--- src/rtl/fap_pkg.sv ---
// shared constants and helpers for the argmax pooling block
package fap_pkg;
  localparam int MAX_CHANNELS_DEF = 1024;
  localparam int MAX_POOL_DEF     = 256;
  localparam logic CFG_CHANNEL_COUNT = 1'b0;
  localparam logic CFG_POOL_SIZE     = 1'b1;
  localparam int VAL_W = 32;
  localparam int POS_W = 8;
  localparam int CH_W  = 10;

  function automatic logic fp_is_nan(input logic [31:0] v);
    return (v[30:23] == 8'hff) && (v[22:0] != 23'd0);
  endfunction

  function automatic logic [31:0] fp_key(input logic [31:0] v);
    logic [31:0] t;
    t = (v == 32'h8000_0000) ? 32'd0 : v;
    return t[31] ? ~t : (t | 32'h8000_0000);
  endfunction

  function automatic logic fp_greater(input logic [31:0] a, input logic [31:0] b);
    if (fp_is_nan(a) || fp_is_nan(b)) return 1'b0;
    return fp_key(a) > fp_key(b);
  endfunction
endpackage

--- src/rtl/fap_ctrl.sv ---
// channel and element counters with configuration registers
module fap_ctrl import fap_pkg::*; #(
  parameter int MAX_CHANNELS = MAX_CHANNELS_DEF,
  parameter int MAX_POOL     = MAX_POOL_DEF,
  localparam int AW = (MAX_CHANNELS > 1) ? $clog2(MAX_CHANNELS) : 1,
  localparam int EW = (MAX_POOL > 1) ? $clog2(MAX_POOL) : 1
) (
  input  logic          clk,
  input  logic          rst_n,
  input  logic          cfg_valid,
  input  logic          cfg_index,
  input  logic          cfg_known,
  input  logic [10:0]   cfg_data,
  input  logic          step,
  output logic [AW-1:0] ch,
  output logic [EW-1:0] el,
  output logic          first_el,
  output logic          last_el,
  output logic          last_ch
);
  logic [10:0]   chn_r, chn_nxt;
  logic [8:0]    pool_r, pool_nxt;
  logic [AW-1:0] ch_r, ch_nxt;
  logic [EW-1:0] el_r, el_nxt;
  logic [16:0]   chn_eff, pool_eff;

  always_comb begin
    chn_eff = (chn_r == 11'd0) ? 17'd1 : 17'(chn_r);
    if (chn_eff > 17'(MAX_CHANNELS)) chn_eff = 17'(MAX_CHANNELS);
    pool_eff = (pool_r == 9'd0) ? 17'd1 : 17'(pool_r);
    if (pool_eff > 17'(MAX_POOL)) pool_eff = 17'(MAX_POOL);
  end

  assign ch       = ch_r;
  assign el       = el_r;
  assign first_el = (el_r == '0);
  assign last_el  = (17'(el_r) == pool_eff - 17'd1);
  assign last_ch  = (17'(ch_r) == chn_eff - 17'd1);

  always_comb begin
    chn_nxt = chn_r;
    pool_nxt = pool_r;
    ch_nxt = ch_r;
    el_nxt = el_r;
    if (cfg_valid && cfg_known) begin
      if (cfg_index == CFG_CHANNEL_COUNT) chn_nxt = cfg_data;
      else pool_nxt = cfg_data[8:0];
      ch_nxt = '0;
      el_nxt = '0;
    end else if (step) begin
      if (last_ch) begin
        ch_nxt = '0;
        el_nxt = last_el ? '0 : el_r + EW'(1);
      end else begin
        ch_nxt = ch_r + AW'(1);
      end
    end
  end

  always_ff @(posedge clk) begin
    if (!rst_n) begin
      chn_r <= 11'd1;
      pool_r <= 9'd1;
      ch_r <= '0;
      el_r <= '0;
    end else begin
      chn_r <= chn_nxt;
      pool_r <= pool_nxt;
      ch_r <= ch_nxt;
      el_r <= el_nxt;
    end
  end
endmodule

--- config.mk ---
export PLATFORM = sky130hd
export DESIGN_NAME = fap_ctrl
export DESIGN_NICKNAME = d
export VERILOG_FILES = /design/src/rtl/fap_pkg.sv /design/src/rtl/fap_ctrl.sv
export SDC_FILE = /design/constraint.sdc
export NUM_CORES = 1
export LEC_CHECK = 0
export BUFFER_PORTS_ARGS = -buffer_cell sky130_fd_sc_hd__buf_4
export CORE_ASPECT_RATIO = 0.5
export CORE_MARGIN = 8
export CORE_UTILIZATION = 45
export CTS_CLUSTER_SIZE = 30
export DETAILED_ROUTE_END_ITERATION = 7
export PLACE_DENSITY_LB_ADDON = 0.05
export RECOVER_POWER = 50
export SLEW_MARGIN = 20
export SYNTH_ARGS = -nofsm -noshare
export SYNTH_HDL_FRONTEND = slang
export SYNTH_SLANG_ARGS = --single-unit
--- constraint.sdc ---
create_clock -name clk -period 3.05 [get_ports clk]
set_input_delay 0.305 -clock clk [delete_from_list [all_inputs] [get_ports clk]]
set_output_delay 0.305 -clock clk [all_outputs]
set_load 0.1 [all_outputs]
==> results of run 1 <==
state kept, by name, summed over array words and instances, names as in the netlist:
signal and cells:
el 8, chn_r 11, ch 10, pool_r 9
worst max-delay path, cell delays in order, from the launching register on:
cell	delay [ps]
dfxtp_1	310
or4_4	550
nor4_4	170
o21ai_2	110
ha_4	200
or4bb_1	180
a21oi_2	60
o21a_1	200
a2111oi_4	350
and3_4	240
buf_12	170
through the flow:
| stage | hold slack, ps | instance area [um2] | instances | util [%] |
|---|---|---|---|---|
| after floorplan | 429 | 2790 | 367 | - |
| after detailed placement | 478 | 3250 | 481 | 54.3 |
| after global routing | 250 | 3580 | 498 | 59.9 |
| final | 251 | 3580 | 498 | 59.9 |
| after global placement | 479 | 3250 | 481 | 54.3 |
| after CTS | 246 | 3470 | 493 | 58.1 |
final timing paths:
| path | depth (start not counted) | slack, ps | endpoint |
|---|---|---|---|
| hold reg to reg | 2 | 500 | chn_r[1] |
| setup reg to reg | 13 | 160 | el[3] |
| hold / removal | 3 | 250 | chn_r[0] |
| setup / recovery | 10 | -80 | last_el |
cell families after synthesis:
family,count (synthesis)
multiplexers,2
flip-flops,38
AND/OR/NAND/NOR,174
AO/OA/AOI/OAI,85
buffers and inverters,39
XOR/XNOR,23
adder cells (fa/ha/maj),6
routing by layer:
metal	track usage, %	vias up	wire length [um]	part of all wire [%]
li1	-	1430	-	-
met1	23.5	1331	3860	50
met2	27.7	64	3380	44
met3	4.20	7	398	5.2
met4	3.43	0	57	0.74
met5	0	-	0	0
cell type report:
type                            instances  share of cell area, %
Multi-Input combinational cell        290                   54.4
Sequential cell                        38                   21.5
Timing Repair Buffer                   75                   16.5
Clock buffer                            6                   3.60
Tap cell                               77                   2.69
Inverter                               11                   1.15
Clock inverter                          1                  0.210
synthesized netlist by cell type (all sizes together), types with 3 or more instances:
cell type,number
nand2,60
dfxtp,38
nand3,25
nor2,25
clkbuf,24
a21boi,18
xnor2,18
o21ai,15
o211ai,14
inv,11
nor4,11
a21oi,10
and3,8
nor3,7
and2,6
ha,6
nand4,6
nor2b,5
xor2,5
a211oi,4
a311oi,4
a31oi,4
buf,4
nand3b,4
a32oi,3
o21a,3
o31a,3
or4,3
timing repair:
| action | 4_1_cts | 5_1_grt |
|---|---|---|
| pin swaps | 6 | 7 |
| setup endpoints to repair | 2 | 10 |
| cloned | 0 | 1 |
| setup buffers | 5 | 6 |
| gates resized for setup | 9 | 20 |
| endpoints found under the hold margin | 0 | 0 |
power breakdown:
part | switching [mW] | total [mW] | leakage, nW | internal (mW)
logic | 0.280 | 0.487 | 0.947 | 0.207
clock network | 0.194 | 0.493 | 0.0629 | 0.298
registers | 0.0166 | 0.526 | 0.309 | 0.509
==> results.md, run 1 <==
Clock network:
- The number of clock buffers added by TritonCTS is 5.
- The cts-stage hold buffer count is 0.
- The cell sitting at the root of the clock tree is a clkbuf_16.
- After clock tree synthesis, the clock-pin slew on the worst setup and hold paths is 60 ps.
- At the later pin of the worst-skew pair, clock insertion delay measures about 280 ps.
- The clock passes through at most 2 buffers.
- The total number of H-tree levels is 2.
- TritonCTS built the clock tree.
- For this design, the sink count on the clock tree is 38.

STA:
- Headroom to the max-slew limit came out at roughly three fifths.
- The number of max-slew violations in the final report is 0.
- Based on the critical path, the design can be clocked at up to around 0.32 GHz.
- The hold violation total from the final report was 0.
- Setup repair after global routing could not meet its margin everywhere.
- The final critical-path required period is between 3000 and 4000 ps.
- Adding up every negative setup slack in the final design gives -81.4 ps.
- For the pin with the worst max-slew slack, the measured transition is 612 ps.
- The setup violation total in the final timing report is 1.
- Across all setup checks in the final design, the least slack found is -81.4 ps.
- The final setup skew is 4.64 ps.
- The fraction of the cycle the final worst path needs is 103%.

Critical path:
- The worst register-to-register path begins at pool_r[7].
- The worst setup path is launched from a flip-flop.
- Along the worst path, the maximum fanout reaches 7.
- The most critical setup path has its startpoint at pool_r[7].
- The worst setup path is of the reg2out kind.
- For the worst setup path, the data required time is 2740 ps.
- The capturing element type of the critical path is an output port.
- Data on the critical path arrives at its endpoint at approximately 2800 ps.

Drt:
- The first-pass detailed-route iteration total is 4.
- The number of antenna-violating nets in the routed design is 0.
- The number of vias after detailed routing is roughly 2.8k.
- Wires add up to a little under 8000 um.
- The average vias per placed instance is ~5.7.
- The violation count after the first detailed-routing iteration is between 300 and 400.
- The detailed-route DRC error count is 0.
- The average detailed-routed wire length per instance is roughly 15 um.

Synthesis:
- The area share of the largest cell type after synthesis is between 20% and 30%.
- The number of enable flip-flop cells after synthesis is 0.
- Dividing the synthesized area by the synthesized cell count gives roughly 7.5 um2.
- The synthesized netlist net count is 390.
- By area, the combinational part of the netlist is dominated by simple AND/OR/NAND/NOR gates.
- Sorting the synthesized cells by area gives the leading types as dfxtp_1, nand2_1, xnor2_1.
- After Yosys synthesis, and, or, nand and nor cells account for approximately a third of the synthesized area.
- Measured against the total synthesized area, the mux share comes to 0.777%.
- Of the synthesized area, sequential elements account for between 20 and 30%.
- The share of the synthesized netlist area taken by xor and xnor gates is under 10%.
- The biggest area consumer among synthesized cells is dfxtp_1.
- The total standard cell area after synthesis is between 0.002 and 0.003 mm2.
- The instance count of the mapped netlist is ~370.
- Summing the areas of all compound-gate instances in the mapped netlist gives roughly 22% of the synthesized area.
- The distinct cell type count of the synthesized netlist is 56.
- The synthesized netlist devotes 2.74% of its cell area to adder and majority cells.
- The register bit count reported by yosys is 38.
- The top flip-flop cell by instance count after synthesis is dfxtp_1.
- In the synthesized netlist the async set-or-reset flop fraction comes to 0%.
- During synthesis, Yosys emitted a total of 0 warnings.

Floorplanning:
- The die area is around 0.009 mm2.
- The core box area is 0.00598 mm2.
- For this design the top-level I/O count stands at 38.
- Once the floorplan was initialized, standard cells occupied ~46% of the core.
- The floorplan step set the die height to 71.2 um.
- The floorplan has 20 rows.
- The overall die width is roughly 130 um.

Power:
- In this run the static leakage power is 1.32 nW.
- The total power draw is ~1.5 mW.
- The power per standard cell area is about 420 mW/mm2.
- VDD sags by at most 0.000274 V.

Global route:
- The number of global-route vias before repair was approximately 2.8k.
- The first global-routing pass estimated about 13000 um of wire.
- Entering global routing, the biggest net connects 23 pins.
- In the global route stage, overall resource usage came out at about 17%.
- For this run the aggregate overflow at the end of global routing stands at 0.
- The initial antenna violation count came to 0.

Cells and area:
- In the layout the commonest cells are buf_4, nand2_1, dfxtp_1.
- Fill cells in the final layout number 551.
- The multi-input combinational cells in the finished layout cover a total of 0.00195 mm2.
- The net count of the finished layout is 444.
- In the final layout, flip-flops and latches occupy approximately 770 um2.
- Compared with the post-synthesis result, the final layout area differs by 30.8%.
- The proportion of layout cells with a drive suffix above 1 is a little over a quarter.
- The number of antenna diodes in the final layout is 0.
- The most common library cell in the layout ignoring fill and taps is buf_4.

Place:
- The detailed placement HPWL is between 5000 and 6000 um.
- Before CTS, the worst setup slack after placement is -16.3 ps.
- Routability-driven placement finished with a final weighted congestion of around 0.88.
- The count of input and output buffers is 37.

Worst hold path:
- The origin of the worst min-delay path is cfg_data[0].
- The type of the tightest min-delay check is in2reg.

Run status:
- The run finished, with violations left.
- The final reports fail on setup timing.

Flow run:
- Max-cap violations in this run came to 0.
Power figures use the tool's default switching activity.
==> run 2: changes to the inputs <==
CORE_UTILIZATION = 52   (was 45)
CTS_CLUSTER_SIZE = 8   (was 30)
==> run 2 against run 1 <==
The run still ends with setup timing left. Design area is 3.2% lower. Critical path depth is 1 higher. Setup slack worse by 47 ps. First-iteration DRC count is 36% lower. Wire length is 1.2% higher. Combinational power is 1% lower. Cell count is 1.6% lower. Clock power is 28% lower. Critical path type unchanged.
==> results.md, run 2 (synthesized netlist as in run 1, its figures left out) <==
Drt:
- The number of antenna-violating nets in the routed design is 0 (unchanged).
- The violation count after the first detailed-routing iteration came to 210 (was 328).
- The first-pass detailed-route iteration total was 5 (was 4).
- The average detailed-routed wire length per instance came to 15.9 um (was 15.5 um).
- The number of vias after detailed routing was 2869 (was 2832).
- The average vias per placed instance is 5.86 (was 5.69).
- The wire length after detailed routing was 7790 um (was 7700 um).
- The detailed-route DRC error count is 0 (unchanged).

Critical path:
- The capturing element type of the critical path was an output port (unchanged).
- The kind of cell with the highest combined delay on the critical path is simple AND/OR/NAND/NOR gates (unchanged).
- The critical path data required time was 2740 ps (about the same).
- The kind of launch point of the worst setup path was a flip-flop (unchanged).
- The kind of critical path is reg2out (unchanged).
- The cell with the biggest individual delay on the critical path is or4_4 (unchanged).
- The count of buffering cells on the critical path with inverters included is 2 (was 1).
- Critical path cell sequence: or4_4, nor4_4, o21ai_2, ha_4, inv_2, a21oi_1, ha_1, nand3b_1, a2111oi_4, and3_4, buf_12 (was or4_4, nor4_4, o21ai_2, ha_4, or4bb_1, a21oi_2, o21a_1, a2111oi_4, and3_4, buf_12).
- The delay of the slowest cell on the worst path was 550 ps (about the same).
- The worst-path maximum fanout is 7 (unchanged).
- The number of cells on the critical path is 11 (was 10).
- The worst-case reg-to-reg path depth is 14 (was 13).
- The data arrival time of the critical path is 2870 ps (was 2830 ps).

Power:
- The cell leakage power was 1.25 nW (was 1.32 nW).
- The worst IR drop on VDD is 0.000277 V (was 0.000274 V).
- The total power draw is 1.36 mW (was 1.51 mW).
- The power per standard cell area is 392 mW/mm2 (was 420 mW/mm2).

STA:
- The setup violation total in the final timing report was 2 (was 1).
- The hold violation total from the final report was 0 (unchanged).
- The final setup skew is 9.44 ps (was 4.64 ps).
- The final critical-path setup slack came to -128 ps (was -81.4 ps).
- The highest clock frequency the design can meet came to 0.315 GHz (was 0.319 GHz).
- The fraction of the cycle the final worst path needs is 104% (was 103%).
- The transition time of the tightest slew-check pin is 1190 ps (was 612 ps).
- The final critical-path required period is 3180 ps (was 3130 ps).
- The number of max-slew violations in the final report is 0 (unchanged).
- The relative max-transition margin is 21.1% (was 59.0%).
- RSZ-0062 raised after global routing: yes (unchanged).
- The final hold slack came to 247 ps (was 251 ps).
- The setup total negative slack was -154 ps (was -81.4 ps).

Clock network:
- The deepest clock path buffer count is 2 (unchanged).
- The number of buffers created by CTS was 5 (unchanged).
- The total number of H-tree levels is 2 (unchanged).
- The master cell of the clock root buffer was clkbuf_8 (was clkbuf_16).
- The cts-stage hold buffer count was 0 (unchanged).
- The CTS sink count came to 38 (unchanged).
- The TritonCTS clock tree is yes (unchanged).
- The post-CTS clock slew at the launch and capture registers of the worst setup and hold paths is 70 ps (was 60 ps).
- The source-to-sink clock delay at the later pin of the worst-skew pair is 290 ps (was 280 ps).

Place:
- The detailed placement HPWL is 5790 um (was 5750 um).
- The final weighted congestion in routability-driven placement is 0.919 (was 0.876).
- The cell count after placement is 473 (was 481).
- The count of input and output buffers came to 37 (unchanged).

Cells and area:
- The final core area utilization came to 69.3% (was 59.9%).
- The top register by number of flip-flops is chn_r (unchanged).
- The number of standard cells in the layout, taps in and fillers out is 490 (was 498).
- The area overhead of the layout relative to synthesis is 26.6% (was 30.8%).
- Commonest cells after routing, fill and taps aside: nand2_1, buf_4, dfxtp_1 (was buf_4, nand2_1, dfxtp_1).
- The proportion of layout cells with a drive suffix above 1 is 24.8% (was 26.8%).
- The most common library cell in the layout ignoring fill and taps is nand2_1 (was buf_4).
- The sequential cell area was 771 um2 (was 768 um2).
- The net count of the finished layout is 442 (was 444).
- The flip-flop count of the largest register after layout is 11 (unchanged).
- The filler cell count in the final layout came to 422 (was 551).
- The number of antenna cells inserted is 0 (unchanged).
- The area occupied by multi-input gates is 0.00194 mm2 (was 0.00195 mm2).

Worst hold path:
- The type of the tightest min-delay check is in2reg (unchanged).
- The cell count of the worst hold path is 3 (unchanged).

Global route:
- The initial antenna violation count is 0 (unchanged).
- The first-pass GRT wire length is 13200 um (about the same).
- The number of global-route vias before repair is 2773 (was 2779).
- The maximum number of pins on one net before global-route repair is 23 (unchanged).
- The leftover overflow at the end of global routing is 0 (unchanged).
- The total routing usage reported by global routing was 19.8% (was 17.4%).

Run status:
- Outcome: complete, but fails checks (unchanged).
- Violated checks: setup timing (unchanged).

Floorplanning:
- The initial core utilization is 54.8% (was 45.8%).
- The vertical extent of the die was 67.3 um (was 71.2 um).
- The number of placement rows is 18 (was 20).
- The core box area is 0.00500 mm2 (was 0.00598 mm2).
- The overall die width is 119 um (was 126 um).
- The die area is 0.00798 mm2 (was 0.00899 mm2).
- The number of I/O pins is 38 (unchanged).

Flow run:
- The max capacitance violation total is 0 (unchanged).
[run 2: final timing paths]
kind | from | end | slack [ps]
worst min register to register | chn_r[9] | chn_r[9] | 500
worst min-delay path | cfg_data[0] | chn_r[0] | 250
worst max register to register | pool_r[7] | el[6] | 130
worst max-delay path | pool_r[7] | last_el | -130
[run 2: repair_timing]
action,CTS,global route
buffers inserted,2,6
endpoints found under the setup margin,2,9
gates cloned,0,1
gates resized for setup,13,17
pin swaps,4,11
[run 2: cell type report]
type                            instances  area share, %
Multi-Input combinational cell        290           56.0
Timing Repair Buffer                   73           15.4
Inverter                               11           1.19
Clock inverter                          1          0.144
Tap cell                               70           2.53
Clock buffer                            7           2.49
Sequential cell                        38           22.2
[run 2: per-layer routing]
| metal | GRT usage, % | wire length [um] |
|---|---|---|
| met3 | 4.33 | 380 |
| met4 | 6.08 | 86 |
| met5 | 0 | 0 |
| met1 | 26.1 | 3830 |
| met2 | 32.3 | 3490 |
[run 2: where the power goes]
| group | switching, mW | internal (mW) |
|---|---|---|
| logic | 0.280 | 0.200 |
| clock network | 0.173 | 0.182 |
| registers | 0.0167 | 0.508 |
| total | 0.469 | 0.891 |
[run 2: tightest hold or removal path: cells and delay by family]
family / cells / cell delay (ps)
simple gates: 2 / 110
buf+inv: 1 / 90
[run 2: per-stage QoR]
stage	setup slack, ps	area, um2
6_report	-128	3460
5_1_grt	-233	3460
4_1_cts	-128	3410
3_5_place_dp	7.98	3230
3_3_place_gp	76.5	3230
2_1_floorplan	-26.8	2790
