$ cat src/rtl/fap_ram.sv
// generic single-port-write, single-port-read ram with registered read
module fap_ram #(
  parameter int WIDTH = 8,
  parameter int DEPTH = 16
) (
  input  logic                     clk,
  input  logic                     we,
  input  logic [$clog2(DEPTH)-1:0] waddr,
  input  logic [WIDTH-1:0]         wdata,
  input  logic [$clog2(DEPTH)-1:0] raddr,
  output logic [WIDTH-1:0]         rdata
);
  logic [WIDTH-1:0] mem [DEPTH];
  always_ff @(posedge clk) begin
    if (we) mem[waddr] <= wdata;
    rdata <= mem[raddr];
  end
endmodule

$ cat config.mk
export PLATFORM = sky130hd
export DESIGN_NAME = fap_ram
export DESIGN_NICKNAME = d
export VERILOG_FILES = /design/src/rtl/fap_ram.sv
export SDC_FILE = /design/constraint.sdc
export NUM_CORES = 1
export LEC_CHECK = 0
export BUFFER_PORTS_ARGS = -buffer_cell sky130_fd_sc_hd__buf_4
export CAP_MARGIN = 20
export CORE_MARGIN = 5
export CORE_UTILIZATION = 25
export DETAILED_ROUTE_END_ITERATION = 8
export PLACE_DENSITY = 0.43
export SLEW_MARGIN = 10
export SYNTH_ARGS = -nofsm -noshare
export SYNTH_HDL_FRONTEND = slang
export SYNTH_SLANG_ARGS = --single-unit
export TNS_END_PERCENT = 5
$ cat constraint.sdc
create_clock -name clk -period 2.21 [get_ports clk]
set_clock_uncertainty 0.2 [all_clocks]
set_input_delay 0.442 -clock clk [delete_from_list [all_inputs] [get_ports clk]]
set_output_delay 0.442 -clock clk [all_outputs]
set_load 0.01 [all_outputs]
==> run metrics, run 1 <==
RSZ-0062 raised after global routing=no; reg2reg setup slack=0.62 ns; combinational power share=5.2%; first-pass GRT wire length=16850 um; filler instances=1926; Die ar.=0.02356 mm^2; P_int=4.669 mW; syn_nets=247; Reg2Reg Capture Point=rdata[0]; nets@finish=304; Vias=2390; maximum number of pins on one net before global-route repair=19; Core ar.=0.02023 mm^2; cts hold-fix bufs=0; setup tns final=0 ns; Initial Utilization=25.44%; IO buf count=25; startpoint types=input port; register area share after synthesis=77.78%; WL per Instance=19.16 um; Die Y=153.5 um; clock sinks=136; Synth Register Bits=136; fin cells=568; Post-CTS Setup Inserts=0; cell count after synthesis=229; number of DRC markers in iteration 0=196; Max Cap Viol=0; fin crit period=1.656 ns; CTS Buffer Depth=2; Peak VDD IR=524.8 uV; Crit Path Class=in2reg; # DRC=0; Root Driver=clkbuf_16; Worst Hold Class=in2reg; Yosys warning total=0; antenna violations before repair=0; Skew-Pair Late Insertion Delay=0.41 ns; final setup violation count=0; final wirelength=10890 um; share of layout cells above drive strength 1=30.87%; CP Capture Type=flop; area delta synth->final=23.24%; power share of the sequential group=49.7%; Synth Cell Area=0.005147 mm^2; switch share=19.98%; Pre-antenna DRT Iters=4; Critical path origin=raddr[0]; reg-to-reg startpoint=mem[2][0]; clock share of power=45.1%; outcome=finished, final reports clean; CTS clk-pin slew, worst paths=0.06 ns; n_diodes=0; switching pwr=1.166 mW; Post-DRT Antenna Nets=0; Final HPWL DP=7333 um; H-Tree Depth=4; Reg2Reg Depth=3; Critical Path AT=1.73 ns; Rows=52; CTS tree=done; CP Capture Point=rdata[4]; Vias/cell=4.208; FMAX=604.0 MHz; GR Util All Layers=9.958%; vias in the first global route=2627; width of the die=153.5 um; cts bufs inserted=17; Pleak=2.109 nW; Syn Area/Cell=22.48 um^2; Pwr Density=919.9 mW/mm^2; Top Ports=26; RePlAce Congestion=0.6816; hold_sp=wdata[6]; Worst EP required=2.29 ns; worst-margin pin slew=0.8607 ns; largest fanout on the critical path=11; placed insts=537; post-CTS sizing=0; period utilization=74.91%; distinct cell type count after synthesis=19; Rel. slew slack=42.50%; gr ovfl total=0; Fin. Hold Viols=0; max-slew violation count=0
-- cell type report --
| cell class | count | area, um^2 | area share (%) |
|---|---|---|---|
| timing repair buffer | 48 | 397.9 | 6.272 |
| sequential | 136 | 4004 | 63.12 |
| tap | 270 | 337.8 | 5.325 |
| clock buffer | 22 | 444.2 | 7.002 |
| multi-input combinational | 83 | 1057 | 16.67 |
| clock inverter | 9 | 102.6 | 1.617 |
-- cell usage after synthesis (all sizes together) --
cell	number	area share, %
and2	1	0.12
nor2b	1	0.12
and2b	1	0.15
mux4	32	15
or3b	1	0.17
dfxtp	8	3.1
nand2	9	0.66
nor3	4	0.39
nor2	13	0.95
edfxtp	128	75
nand2b	2	0.24
nand3b	2	0.29
buf	7	1.1
a22oi	16	2.3
nand3	1	0.097
clkdlybuf4s25	3	0.58
-- worst min-delay path by stage --
stage / to / slack, ns / depth (start not counted)
2_1_floorplan: mem[0][0] / 0.34 / 0
3_3_place_gp: rdata[1] / 0.46 / 3
3_5_place_dp: rdata[1] / 0.47 / 3
4_1_cts: mem[11][6] / 0.12 / 1
5_1_grt: mem[10][6] / 0.13 / 1
6_report: mem[11][6] / 0.13 / 1
-- critical path, cell delays in order --
cell and delay (ns):
buf_4 0.19, buf_12 0.18, mux4_1 0.55, a22oi_1 0.23, nand2_1 0.13
-- metrics by stage --
| step | cell area [um^2] | worst slack [ns] | hold slack, ns | power, mW | utilization [%] |
|---|---|---|---|---|---|
| global route | 6344 | 0.4379 | 0.1257 | 6.060 | 31.35 |
| CTS | 6344 | 0.5418 | 0.1213 | 5.904 | 31.35 |
| finish | 6344 | 0.5544 | 0.1331 | 5.835 | 31.35 |
| floorplan | 5147 | 0.07513 | 0.3409 | 3.104 | - |
| global placement | 5797 | 0.1022 | 0.4588 | 3.268 | 28.65 |
| detailed placement | 5797 | 0.1011 | 0.4676 | 3.270 | 28.65 |
-- registers in the layout (all words and copies together), names as in the netlist --
register,cells
mem,128
rdata,8
-- power by group through the flow --
stage / Combinational (mW) / Clock, mW / Sequential (mW)
2_1_floorplan: 0.146 / 0 / 2.96
3_3_place_gp: 0.312 / 0 / 2.96
3_5_place_dp: 0.314 / 0 / 2.96
4_1_cts: 0.314 / 2.69 / 2.90
5_1_grt: 0.332 / 2.82 / 2.91
6_report: 0.303 / 2.63 / 2.90
-- layer usage --
| layer | share of wire (%) | global-route usage, % | vias to the layer above |
|---|---|---|---|
| met5 | 0 | 0 | - |
| met4 | 0.95 | 3.659 | 0 |
| met3 | 5.8 | 3.401 | 8 |
| met2 | 46 | 14.29 | 58 |
| met1 | 47 | 14.03 | 1241 |
| li1 | - | - | 1083 |
-- cell families (layout without fill, tap and decap cells) --
kind of cell / Yosys count / after routing / synth area share [%]
flip-flops: 136 / 136 / 77.78
AO/OA/AOI/OAI: 16 / 16 / 2.334
AND/OR/NAND/NOR: 35 / 35 / 3.184
multiplexers: 32 / 32 / 15.02
buffers and inverters: 10 / 79 / 1.677
-- cell usage in the layout (no fill, tap or decap) --
cell type / synthesis / layout
a22oi_1: 16 / 16
and2_1: 1 / 1
and2b_1: 1 / 1
buf_12: 0 / 3
buf_4: 1 / 45
bufinv_16: 0 / 2
clkbuf_1: 0 / 5
clkbuf_16: 0 / 17
clkinv_1: 0 / 1
clkinv_2: 0 / 3
clkinv_4: 0 / 1
clkinvlp_4: 0 / 2
dfxtp_1: 8 / 8
edfxtp_1: 128 / 128
mux4_1: 14 / 14
mux4_2: 18 / 18
nand2_1: 9 / 9
nand2b_1: 2 / 2
nand3_1: 1 / 1
nand3b_1: 2 / 2
nor2_1: 13 / 13
nor2b_1: 1 / 1
nor3_1: 4 / 4
or3b_2: 1 / 1
Note: power is estimated with default switching activity, not from simulation.
==> run 2, diff against run 1 <==
--- a/config.mk
+++ b/config.mk
@@ -10,7 +10,7 @@
 export CORE_MARGIN = 5
 export CORE_UTILIZATION = 25
 export DETAILED_ROUTE_END_ITERATION = 8
-export PLACE_DENSITY = 0.43
+export PLACE_DENSITY = 0.41
 export SLEW_MARGIN = 10
 export SYNTH_ARGS = -nofsm -noshare
 export SYNTH_HDL_FRONTEND = slang
==> constraint.sdc (replaced) <==
create_clock -name clk -period 1.6 [get_ports clk]
set_clock_uncertainty 0.2 [all_clocks]
set_input_delay 0.32 -clock clk [delete_from_list [all_inputs] [get_ports clk]]
set_output_delay 0.32 -clock clk [all_outputs]
set_load 0.01 [all_outputs]
==> run 2 against run 1 <==
  * Critical path depth did not move
  * Highest routed layer is now met5
  * Routed wire length grew 6.1%
  * Setup slack worse by 0.51 ns
  * Cell count is 3.0% higher
  * Total power is 41% higher
==> run metrics, run 2 (same netlist as run 1, synthesis figures left out) <==
RePlAce Congestion=0.7060 (was 0.6816); combinational power share=5.7% (was 5.2%); area delta synth->final=27.95% (was 23.24%); CP Capture Type=flop (unchanged); clock sinks=136 (unchanged); hold depth=1 (unchanged); CP cell instances=buf_4 > buf_4 > mux4_1 > a22oi_1 > nand2_1 (was buf_4 > buf_12 > mux4_1 > a22oi_1 > nand2_1); DR top layer=met5 (was met4); switching pwr=1.639 mW (was 1.166 mW); Reg2Reg Depth=3 (unchanged); hold_sp=wdata[2] (was wdata[6]); nets@finish=320 (was 304); number of DRC markers in iteration 0=154 (was 196); GR Util All Layers=10.29% (was 9.958%); Vias/cell=4.263 (was 4.208); Met2 Wirelength=5277 um (was 5015 um); Pre-antenna DRT Iters=4 (unchanged); Pwr Density=1253 mW/mm^2 (was 919.9 mW/mm^2); gr ovfl total=0 (unchanged); maximum number of pins on one net before global-route repair=17 (was 19); cts hold-fix bufs=0 (unchanged); largest fanout on the critical path=13 (was 11); fin util=32.55% (was 31.35%); hold slack=0.02803 ns (was 0.1331 ns); worst path bufs/invs=2 (unchanged); Vias=2494 (was 2390); max-slew violation count=0 (unchanged); Fin. Hold Viols=0 (unchanged); final wirelength=11550 um (was 10890 um); CTS Buffer Depth=2 (unchanged); RSZ-0062 raised after global routing=no (unchanged); antenna violations before repair=2 (was 0); most frequent cells in the layout=edfxtp_1 (128), buf_4 (57), mux4_2 (18) (was edfxtp_1 (128), buf_4 (45), mux4_2 (18)); FMAX=642.5 MHz; Initial Utilization=25.44% (unchanged); final setup violation count=0 (unchanged); startpoint types=input port (unchanged); area of the multi-input gates=0.001109 mm^2 (was 0.001057 mm^2); slowest stage delay, CP=0.58 ns (was 0.55 ns); Final HPWL DP=7812 um (was 7333 um); filler instances=1924 (was 1926); Die ar.=0.02356 mm^2 (unchanged); Worst Hold End=mem[1][2] (was mem[11][6]); most common cell after layout, fill and taps aside=edfxtp_1 (unchanged); Core ar.=0.02023 mm^2 (unchanged); Worst Hold Class=in2reg (unchanged); outcome=finished, final reports clean (unchanged); Crit Path Class=in2reg (unchanged); vias in the first global route=2675 (was 2627); met3 WL=547 um (was 635 um); fin crit period=1.557 ns; Sequential cell area=0.004004 mm^2 (unchanged); Peak VDD IR=780.8 uV (was 524.8 uV); Post-DRT Antenna Nets=0 (unchanged); Rows=52 (unchanged); reg2reg setup slack=0.08 ns (was 0.62 ns); setup tns final=0 ns (unchanged); cell mode on critical path=buf_4; switch share=19.85% (was 19.98%); n_diodes=0 (unchanged); Reg2Reg Capture Point=rdata[1] (was rdata[0]); CTS clk-pin slew, worst paths=0.06 ns (about the same); WL per Instance=19.74 um (was 19.16 um); cell family with most CP delay=multiplexers (unchanged); clock share of power=45.7% (was 45.1%); slowest cell on the critical path=mux4_1 (unchanged); period utilization=97.28%; IO buf count=25 (unchanged); Root Driver=clkbuf_16 (unchanged); Total Power=8.255 mW (was 5.835 mW); Skew-Pair Late Insertion Delay=0.41 ns (about the same); share of layout cells above drive strength 1=37.14% (was 30.87%); max reg flops=128 (unchanged); CTS tree=done (unchanged); Biggest register=mem (unchanged); Post-CTS Setup Inserts=0 (unchanged); Top Ports=26 (unchanged); post-CTS sizing=2 (was 0); worst-margin pin slew=0.8120 ns (was 0.8607 ns); Pleak=2.222 nW (was 2.109 nW); Max Cap Viol=0 (unchanged); M1 WL=5603 um (was 5130 um); reg-to-reg startpoint=mem[10][1] (was mem[2][0]); Critical path origin=raddr[0] (unchanged); cts bufs inserted=17 (unchanged); first-pass GRT wire length=17470 um (was 16850 um); biggest regs=mem (128), rdata (8) (unchanged); Worst EP required=1.69 ns (was 2.29 ns); Die Y=153.5 um (unchanged); power share of the sequential group=48.6% (was 49.7%); width of the die=153.5 um (unchanged); H-Tree Depth=4 (unchanged); Critical Path AT=1.65 ns (was 1.73 ns); P_int=6.617 mW (was 4.669 mW); Rel. slew slack=45.75% (was 42.50%); # DRC=0 (unchanged)
-- run 2: worst register-to-register path: cells and delay by family, from the launching register on --
family           cells  cell delay (ns)
AND/OR/NAND/NOR      1             0.07
flip-flops           1             0.36
AO/OA/AOI/OAI        1             0.26
multiplexers         1             0.52
-- run 2: area by class of cell --
| class | count | share of cell area, % |
|---|---|---|
| Sequential cell | 136 | 60.79 |
| Multi-Input combinational cell | 83 | 16.83 |
| Timing Repair Buffer | 64 | 8.625 |
| Clock buffer | 19 | 6.573 |
| Tap cell | 270 | 5.129 |
| Clock inverter | 13 | 2.052 |
-- run 2: metrics by stage --
stage	area (um^2)	cells	worst slack (ns)
final	6586	585	0.04346
after global routing	6586	585	0.007922
after CTS	6571	585	0.01841
after detailed placement	5993	553	-0.3908
after global placement	5993	553	-0.4173
after floorplan	5174	229	-0.1116
-- run 2: layer usage --
metal	vias to the layer above	GRT usage, %
met5	-	0
li1	1122	-
met4	2	3.028
met3	9	3.991
met1	1311	14.29
met2	50	15.02
-- run 2: worst max-delay path by stage --
stage                 to  slack [ns]  cells past startpoint
6_report        rdata[0]        0.04                      5
3_5_place_dp    rdata[0]       -0.39                      5
4_1_cts         rdata[5]        0.02                      3
2_1_floorplan  mem[4][0]       -0.11                      2
3_3_place_gp    rdata[0]       -0.42                      5
5_1_grt         rdata[0]       0.008                      5
-- run 2: power groups by stage --
stage               logic [mW]  clock network [mW]  registers, mW
floorplan                0.206                   0           4.09
global placement         0.474                   0           4.08
detailed placement       0.476                   0           4.08
CTS                      0.481                3.86           4.01
global route             0.510                4.04           4.02
finish                   0.471                3.77           4.01
==> run 3, diff against run 2 <==
--- a/config.mk
+++ b/config.mk
@@ -7,6 +7,7 @@
 export LEC_CHECK = 0
 export BUFFER_PORTS_ARGS = -buffer_cell sky130_fd_sc_hd__buf_4
 export CAP_MARGIN = 20
+export CORE_ASPECT_RATIO = 0.9
 export CORE_MARGIN = 5
 export CORE_UTILIZATION = 25
 export DETAILED_ROUTE_END_ITERATION = 8
==> run 3 against run 2 <==
  * Count of clock-buffer cells in the layout increased by 7
  * Die area about the same
  * Critical path type is now reg2reg
  * Critical endpoint is now rdata[1]
  * Register-to-register slack got worse by 0.02 ns
  * Sequential power about the same
==> run metrics, run 3 (same netlist as run 1, synthesis figures left out) <==
Worst Hold Class=in2reg (unchanged); CTS clk-pin slew, worst paths=0.06 ns (about the same); H-Tree Depth=4 (unchanged); combinational power share=5.5% (was 5.7%); Rel. slew slack=41.10% (was 45.75%); Critical Path AT=1.62 ns (was 1.65 ns); Skew-Pair Late Insertion Delay=0.41 ns (about the same); Root Driver=clkbuf_16 (unchanged); fin crit period=1.539 ns (was 1.557 ns); clock sinks=136 (unchanged); most frequent cells in the layout=edfxtp_1 (128), buf_4 (47), mux4_2 (18) (was edfxtp_1 (128), buf_4 (57), mux4_2 (18)); clock share of power=47.8% (was 45.7%); slowest cell on the critical path=mux4_1 (unchanged); Fin. Hold Viols=0 (unchanged); Vias/cell=4.330 (was 4.263); Initial Utilization=25.60% (was 25.44%); power share of the sequential group=46.7% (was 48.6%); final setup violation count=0 (unchanged); worst-margin pin slew=0.8802 ns (was 0.8120 ns); nets@finish=316 (was 320); Rows=49 (was 52); largest fanout on the critical path=1 (was 13); Die ar.=0.02356 mm^2 (about the same); cts bufs inserted=17 (unchanged); busiest grt layer=met2 (unchanged); antenna violations before repair=0 (was 2); startpoint types=flop (was input port); GR Util All Layers=10.12% (was 10.29%); max reg flops=128 (unchanged); Post-DRT Antenna Nets=0 (unchanged); Pre-antenna DRT Iters=4 (unchanged); gr ovfl total=0 (unchanged); final wirelength=11210 um (was 11550 um); most common cell after layout, fill and taps aside=edfxtp_1 (unchanged); CTS tree=done (unchanged); Worst EP required=1.68 ns (was 1.69 ns); outcome=finished, final reports clean (unchanged); switch share=18.91% (was 19.85%); period utilization=96.17% (was 97.28%); Pleak=2.254 nW (was 2.222 nW); Pwr Density=1290 mW/mm^2 (was 1253 mW/mm^2); hold slack=0.01794 ns (was 0.02803 ns); met2 usage=14.85% (was 15.02%); RePlAce Congestion=0.6928 (was 0.7060); Biggest register=mem (unchanged); fin util=33.08% (was 32.55%); width of the die=161.3 um (was 153.5 um); slowest stage delay, CP=0.53 ns (was 0.58 ns); Die Y=146.1 um (was 153.5 um); cts hold-fix bufs=0 (unchanged); biggest regs=mem (128), rdata (8) (unchanged); number of DRC markers in iteration 0=203 (was 154); P_int=6.960 mW (was 6.617 mW); Crit Path Class=reg2reg (was in2reg); IO buf count=25 (unchanged); n_diodes=0 (unchanged); CP cell instances=mux4_1 > a22oi_1 > nand2_1 (was buf_4 > buf_4 > mux4_1 > a22oi_1 > nand2_1); maximum number of pins on one net before global-route repair=19 (was 17); FMAX=649.9 MHz (was 642.5 MHz); Vias=2451 (was 2494); Peak VDD IR=547.9 uV (was 780.8 uV); CP Capture Type=flop (unchanged); Max Cap Viol=0 (unchanged); GR Layer Usage met1=14.48% (was 14.29%); switching pwr=1.623 mW (was 1.639 mW); CTS Buffer Depth=2 (unchanged); share of layout cells above drive strength 1=35.69% (was 37.14%); WL per Instance=19.81 um (was 19.74 um); Core ar.=0.02011 mm^2 (was 0.02023 mm^2); first-pass GRT wire length=17130 um (was 17470 um); RSZ-0062 raised after global routing=no (unchanged); area delta synth->final=29.22% (was 27.95%); vias in the first global route=2625 (was 2675); M3 GR Usage=3.269% (was 3.991%); # DRC=0 (unchanged); Final HPWL DP=7562 um (was 7812 um); max-slew violation count=0 (unchanged); Top Ports=26 (unchanged)
run 3: routing by layer:
layer / share of wire, % / routed length, um
met3: 3.2 / 358
met5: 0 / 0
met1: 50 / 5594
met4: 1.0 / 114
met2: 46 / 5142
run 3: power by group through the flow:
stage	registers [mW]	logic, mW	clock network (mW)
6_report	4.01	0.470	4.11
5_1_grt	4.01	0.514	4.38
4_1_cts	4.01	0.485	4.20
3_5_place_dp	4.08	0.483	0
3_3_place_gp	4.08	0.483	0
2_1_floorplan	4.09	0.206	0
run 3: final cells by class:
cell class                 count  area [um^2]
fill                        1909        13460
multi-input combinational     83         1089
clock buffer                  26        489.2
timing repair buffer          60        613.1
tap                          255        319.1
clock inverter                 6        137.6
sequential                   136         4004
run 3: worst paths after layout:
path | from | endpoint | slack (ns) | cells past startpoint
max | mem[9][1] | rdata[1] | 0.06 | 3
min | wdata[2] | mem[13][2] | 0.02 | 1
max reg2reg | mem[9][1] | rdata[1] | 0.06 | 3
min reg2reg | mem[12][4] | rdata[4] | 0.47 | 3
run 3: per-stage QoR:
| stage | TNS [ns] | power (mW) | setup WS, ns | instance area, um^2 | std cells |
|---|---|---|---|---|---|
| global placement | -10.72 | 4.565 | -0.3912 | 6020 | 534 |
| floorplan | -1.783 | 4.291 | -0.1116 | 5174 | 229 |
| global route | 0 | 8.906 | 0.009364 | 6651 | 566 |
| finish | 0 | 8.584 | 0.06122 | 6651 | 566 |
| detailed placement | -10.69 | 4.564 | -0.3791 | 6020 | 534 |
| CTS | 0 | 8.690 | 0.01103 | 6646 | 566 |
run 3: worst max-delay path: cells and delay by family (launching register included):
family           cells  cell delay (ns)
AO/OA/AOI/OAI        1             0.21
flip-flops           1             0.36
multiplexers         1             0.53
AND/OR/NAND/NOR      1             0.11
run 3: timing repair:
action / CTS / global route
setup buffers: 0 / 0
endpoints found under the setup margin: 0 / 1
gates resized for setup: 0 / 1
